==> src/design/id_free_list_with_reuse_delay_unit_defines.svh <==
// Assertion macros shared by the id free list controller and datapath.
// Needs a clock named clk and an active-high reset named rst in scope.
`ifndef ID_FREE_LIST_WITH_REUSE_DELAY_UNIT_DEFINES_SVH
`define ID_FREE_LIST_WITH_REUSE_DELAY_UNIT_DEFINES_SVH

// Same-cycle implication: whenever ante holds, cons must hold too.
`define IFL_ASSERT_IMP(lbl, ante, cons) \
  lbl: assert property (@(posedge clk) disable iff (rst) (ante) |-> (cons)) \
    else $error("id free list: same-cycle check failed");

// Next-cycle implication: whenever ante holds, cons must hold in the following cycle.
`define IFL_ASSERT_NXT(lbl, ante, cons) \
  lbl: assert property (@(posedge clk) disable iff (rst) (ante) |=> (cons)) \
    else $error("id free list: next-cycle check failed");

`endif

==> src/design/ifl_pkg.sv <==
// Package for the id free list with reuse delay: sizes, codes and the
// controller/datapath command and status structs. No dependencies.
package ifl_pkg;

  localparam int ID_COUNT    = 256;
  localparam int ID_W        = 8;
  localparam int CMD_W       = 2;
  localparam int STAT_W      = 2;
  localparam int TIME_W      = 32;
  localparam int RING_AW     = $clog2(ID_COUNT);
  localparam int STAMP_DEPTH = 2 ** ID_W;

  localparam logic [TIME_W-1:0] REUSE_DELAY_RESET = TIME_W'(1000);
  localparam logic [ID_W-1:0]   FAIL_ID           = ID_W'(ID_COUNT - 1);
  localparam logic [ID_W-1:0]   FRESH_RESET       = ID_W'(ID_COUNT - 1);

  // Request command codes.
  typedef enum logic [CMD_W-1:0] {
    CMD_ALLOC   = 2'd0,
    CMD_RELEASE = 2'd1,
    CMD_TICK    = 2'd2
  } cmd_code_t;

  // Response status codes.
  typedef enum logic [STAT_W-1:0] {
    ST_OK        = 2'd0,
    ST_NO_ID     = 2'd1,
    ST_RING_FULL = 2'd2
  } status_t;

  // How a finished transaction updates state and what it reports.
  typedef enum logic [2:0] {
    ACT_FRESH,
    ACT_POP,
    ACT_FAIL,
    ACT_PUSH,
    ACT_FULL
  } act_t;

  // Commands from the controller to the datapath.
  typedef struct packed {
    logic latch;
    logic tick;
    logic ring_rd;
    logic stamp_rd;
    logic finish;
    act_t act;
  } dp_cmd_t;

  // Status from the datapath to the controller.
  typedef struct packed {
    logic fresh_avail;
    logic ring_empty;
    logic ring_full;
    logic too_fresh;
    logic out_free;
  } dp_stat_t;

  // Advance a ring index, wrapping at ID_COUNT.
  function automatic logic [RING_AW-1:0] ring_next(input logic [RING_AW-1:0] idx);
    logic [RING_AW-1:0] res;
    if (idx == RING_AW'(ID_COUNT - 1)) begin
      res = '0;
    end else begin
      res = idx + 1'b1;
    end
    return res;
  endfunction

endpackage

==> src/design/ifl_ctrl.sv <==
// Controller state machine for the id free list: sequences request
// transactions into datapath commands. Depends on ifl_pkg and the defines header.
`include "id_free_list_with_reuse_delay_unit_defines.svh"

module ifl_ctrl (
  input  logic                    clk,
  input  logic                    rst,
  input  logic                    req_valid,
  input  logic [ifl_pkg::CMD_W-1:0] req_command,
  output logic                    req_ready,
  input  ifl_pkg::dp_stat_t       stat,
  output ifl_pkg::dp_cmd_t        cmd
);
  import ifl_pkg::*;

  typedef enum logic [1:0] {
    S_IDLE,
    S_STAMP_RD,
    S_CHECK,
    S_FINISH
  } state_t;

  state_t state, state_next;
  act_t   act, act_next;
  logic   accept;

  // Next state and per-cycle datapath commands.
  always_comb begin
    req_ready  = (state == S_IDLE) && !rst;
    accept     = req_valid && req_ready;
    state_next = state;
    act_next   = act;
    cmd        = '0;
    cmd.act    = act;
    case (state)
      S_IDLE: begin
        if (accept) begin
          cmd.latch = 1'b1;
          case (cmd_code_t'(req_command))
            CMD_ALLOC: begin
              if (stat.fresh_avail) begin
                act_next   = ACT_FRESH;
                state_next = S_FINISH;
              end else if (stat.ring_empty) begin
                act_next   = ACT_FAIL;
                state_next = S_FINISH;
              end else begin
                cmd.ring_rd = 1'b1;
                state_next  = S_STAMP_RD;
              end
            end
            CMD_RELEASE: begin
              act_next   = stat.ring_full ? ACT_FULL : ACT_PUSH;
              state_next = S_FINISH;
            end
            CMD_TICK: begin
              cmd.tick = 1'b1;
            end
            default: ;
          endcase
        end
      end
      S_STAMP_RD: begin
        // Oldest ring entry is out of the RAM; look up its release stamp.
        cmd.stamp_rd = 1'b1;
        state_next   = S_CHECK;
      end
      S_CHECK: begin
        act_next   = stat.too_fresh ? ACT_FAIL : ACT_POP;
        state_next = S_FINISH;
      end
      S_FINISH: begin
        if (stat.out_free) begin
          cmd.finish = 1'b1;
          state_next = S_IDLE;
        end
      end
      default: begin
        state_next = S_IDLE;
      end
    endcase
  end

  // State and the registered finishing action.
  always_ff @(posedge clk) begin
    if (rst) begin
      state <= S_IDLE;
      act   <= ACT_FAIL;
    end else begin
      state <= state_next;
      act   <= act_next;
    end
  end

  `IFL_ASSERT_NXT(a_stamp_after_ring, cmd.ring_rd, cmd.stamp_rd)
  `IFL_ASSERT_IMP(a_finish_needs_slot, cmd.finish, stat.out_free)
  `IFL_ASSERT_NXT(a_ready_after_finish, cmd.finish, req_ready)

endmodule

==> config.mk <==
export PLATFORM = sky130hd
export DESIGN_NAME = ifl_ctrl
export DESIGN_NICKNAME = d
export VERILOG_FILES = /design/src/design/ifl_pkg.sv /design/src/design/ifl_ctrl.sv
export VERILOG_INCLUDE_DIRS = /design/src /design/src/design
export SDC_FILE = /design/constraint.sdc
export NUM_CORES = 1
export LEC_CHECK = 0
export BUFFER_PORTS_ARGS = -buffer_cell sky130_fd_sc_hd__buf_2
export CAP_MARGIN = 15
export CELL_PAD_IN_SITES_DETAIL_PLACEMENT = 1
export CELL_PAD_IN_SITES_GLOBAL_PLACEMENT = 1
export CORE_AREA = 2 2 39 41
export CTS_CLUSTER_SIZE = 28
export DETAILED_ROUTE_END_ITERATION = 7
export DIE_AREA = 0 0 41 43
export HOLD_SLACK_MARGIN = 0.05
export PLACE_DENSITY = 0.85
export SETUP_SLACK_MARGIN = 0.15
export SYNTH_ARGS = -nofsm -noshare
export SYNTH_HDL_FRONTEND = slang
export SYNTH_SLANG_ARGS = --single-unit
==> constraint.sdc <==
create_clock -name clk -period 2.7 [get_ports clk]
set_clock_uncertainty 0.15 [all_clocks]
set_input_delay 0.405 -clock clk [delete_from_list [all_inputs] [get_ports clk]]
set_output_delay 0.405 -clock clk [all_outputs]
set_load 0.005 [all_outputs]
==> summary.md <==
| Metric | Value |
|---|---|
| Status | completed |
| Cts bufs inserted | 3 |
| Final Critical Period | 2.20 ns |
| Delay-heaviest family, CP | simple AND/OR/NAND/NOR gates |
| Top_reg_cell synth | dfxtp_1 |
| Worst vdd ir | 0.244 mV |
| Syn nets | 61 |
| Post-synthesis instance area | 413 µm² |
| Static leakage | 0.000254 µW |
| First-pass GRT wire length | 1750 µm |
| Warnings from Yosys | 0 |
| DRT Wirelength | 1060 µm |
| Total power | 391 µW |
| Post-synth EDFFs | 0 |
| CORE AREA | 1380 µm² |
| Slew @ Worst Pin | 0.349 ns |
| Synthesized instance count | 47 |
| Slew Limit Fails | 0 |
| Initial core utilization | 29.8% |
| Largest family of logic cells by synthesized area | simple AND/OR/NAND/NOR gates |
| Crit path max fanout | 9 |
| Ant. Diodes | 0 |
| Area share of the largest cell type after synthesis | 24.2% |
| Die Width | 41 µm |
| Area Growth Syn to Fin | 30.3% |
| Reg-to-Reg End | act[2] |
| Buf/Inv on CP | 2 |
| FILL cells | 185 |
| Critical path launch point type | flip-flop |
| Vias in the first global route | 408 |
| Post-CTS Setup Bufs | 0 |
| Critical path's slowest cell | dfxtp_1 |
| Max Root-Sink Buffers | 2 |
| Final setup fails | 0 |
| Global-route usage over all layers | 14.8% |
| Largest net degree at the start of global routing | 12 |
| Sink Count | 5 |
| Via density | 4.95 |
| Rel. slew slack | 76.1% |
| H-tree Lvls | 1 |
| CP Cell Sequence | inv_1 > ha_1 > nand2b_1 > nor4b_1 > buf_2 |
| Final nets | 83 |
| Initial antenna violation count | 0 |
| Crit Path Category | flip-flop to primary output |
| Initial drt markers | 2 |
| Netlist cell types | 25 |
| Post-synth ARST share | 0% |
| # port buffers | 18 |
| Max incr delay on CP | 0.34 ns |
| Final setup TNS | 0 ns |
| WP data arrival | 1.64 ns |
| Yosys reg bits | 5 |
| Crit share post-route | 81.3% |
| Complex-gate fraction of the synthesized area | 15.2% |
| Worst reg2reg path depth | 6 |
| Reg2reg start | state[0] |
| TritonCTS clock tree | built |
| Synth Area in XOR/XNOR | 0% |
| Worst hold path class | primary input to flip-flop |
| Global route overflow | 0 |
| Io pins | 19 |
| Synth top area cells | dfxtp_1, ha_1, nor2b_1 |
| Hold Vio Cnt, Final | 0 |
| Final ANT Viol Nets | 0 |
| Clk_lat worst skew | 0.24 ns |
| Largest area contributor in the netlist | dfxtp_1 |
| Layout cell share with drive strength beyond 1 | 38.2% |
| Worst path required time | 2.14 ns |
| Register-to-register setup slack | 0.93 ns |
| Post-synthesis simple-gate area fraction | 39.7% |
| Hold EP | state[1] |
| Routability congestion estimate | 0.782 |
| Remaining DRCs | 0 |
| Pwr dens | 727 nW/µm² |
| Hold path start | rst |
| FMAX | 455 MHz |
| Initial DRT Pass Iterations | 2 |
| Sequential area share after synthesis | 24.2% |
| Max_cap viols | 0 |
| Vias | 416 |
| Die Y-Extent | 43 µm |
| Post-synthesis adder-cell area fraction | 12.1% |
| Hold-fix buffers at CTS | 0 |
| Worst setup EP type | primary output |
| Post-DP HPWL | 840 µm |
| Average size of a mapped cell | 8.79 µm² |
| Root Driver | clkbuf_4 |
| RSZ-0062 raised after global routing | no |
| Hold depth | 2 |
| Mux cell area share after synthesis | 2.42% |
| Die area | 1760 µm² |
| Clk slew on worst S/H paths | 0.05 ns |
| Wire per inst | 12.6 µm |
| Row count | 14 |
| Resized cells post-CTS | 0 |
| Most frequent cells after synthesis | dfxtp_1, nor3_1 |
[metal layers]
layer | vias to the layer above | GRT usage, % | wire length [µm]
met2 | 9 | 24.4 | 591
met1 | 195 | 17.4 | 423
met3 | 0 | 1.57 | 40
met4 | 0 | 8.00 | 0
met5 | - | 0 | 0
li1 | 212 | - | -
[worst register-to-register path: cells and delay by family (launching register included)]
family,cells,cell delay [ns]
AND/OR/NAND/NOR,2,0.37
AO/OA/AOI/OAI,2,0.38
buffers and inverters,1,0.08
flip-flops,1,0.38
adder cells (fa/ha/maj),1,0.30
[cell families (layout without fill, tap and decap cells)]
logic type	Yosys count	in the layout
adders and majority gates	4	4
and+or+nand+nor	25	25
AOI/OAI and AO/OA	7	7
DFF	5	5
buffers and inverters	5	26
muxes	1	1
[registers in the layout, indices dropped and copies added, names as in the netlist]
| signal | count |
|---|---|
| state | 2 |
| act | 3 |
[layout make-up]
type                            instances  area (µm²)  share of cell area [%]
Clock buffer                            4        26.3                    4.88
Timing Repair Buffer                   18        90.1                    16.7
Inverter                                4        15.0                    2.79
Sequential cell                         5         100                    18.6
Tap cell                               16        20.0                    3.72
Multi-Input combinational cell         37         287                    53.3
[placed cells by master (no fill, tap or decap), types with 2 or more instances in the layout]
cell,n
dfxtp_1,5
clkbuf_4,3
inv_1,4
nor3_1,5
nor2b_1,4
nand2b_1,2
ha_1,4
buf_2,18
nor2_1,4
o21ai_0,2
[through the flow]
| stage | util, % | instance area [µm²] | setup WS (ns) | hold WS (ns) | instances |
|---|---|---|---|---|---|
| after global routing | 38.9 | 538 | 0.272 | 0.321 | 84 |
| after detailed placement | 37.0 | 512 | 0.768 | 0.312 | 80 |
| after global placement | 37.0 | 512 | 0.866 | 0.314 | 80 |
| after CTS | 38.9 | 538 | 0.506 | 0.318 | 84 |
| after floorplan | - | 413 | 1.02 | 0.324 | 47 |
| final | 38.9 | 538 | 0.504 | 0.320 | 84 |
[report_power, final]
| group | switching [µW] | internal (µW) | leakage [µW] |
|---|---|---|---|
| clock network | 31.4 | 55.9 | 0.0000150 |
| registers | 16.4 | 95.6 | 0.0000411 |
| logic | 104 | 87.8 | 0.000197 |
| total | 152 | 239 | 0.000254 |
[worst max path at each step]
stage | depth (start not counted) | startpoint | to
after floorplan | 4 | state[0] | cmd[6]
after global placement | 5 | state[1] | cmd[6]
after detailed placement | 5 | state[0] | cmd[6]
after CTS | 5 | state[0] | cmd[6]
after global routing | 5 | state[0] | cmd[6]
final | 5 | state[0] | cmd[6]
(Power assumes the default switching activity.)
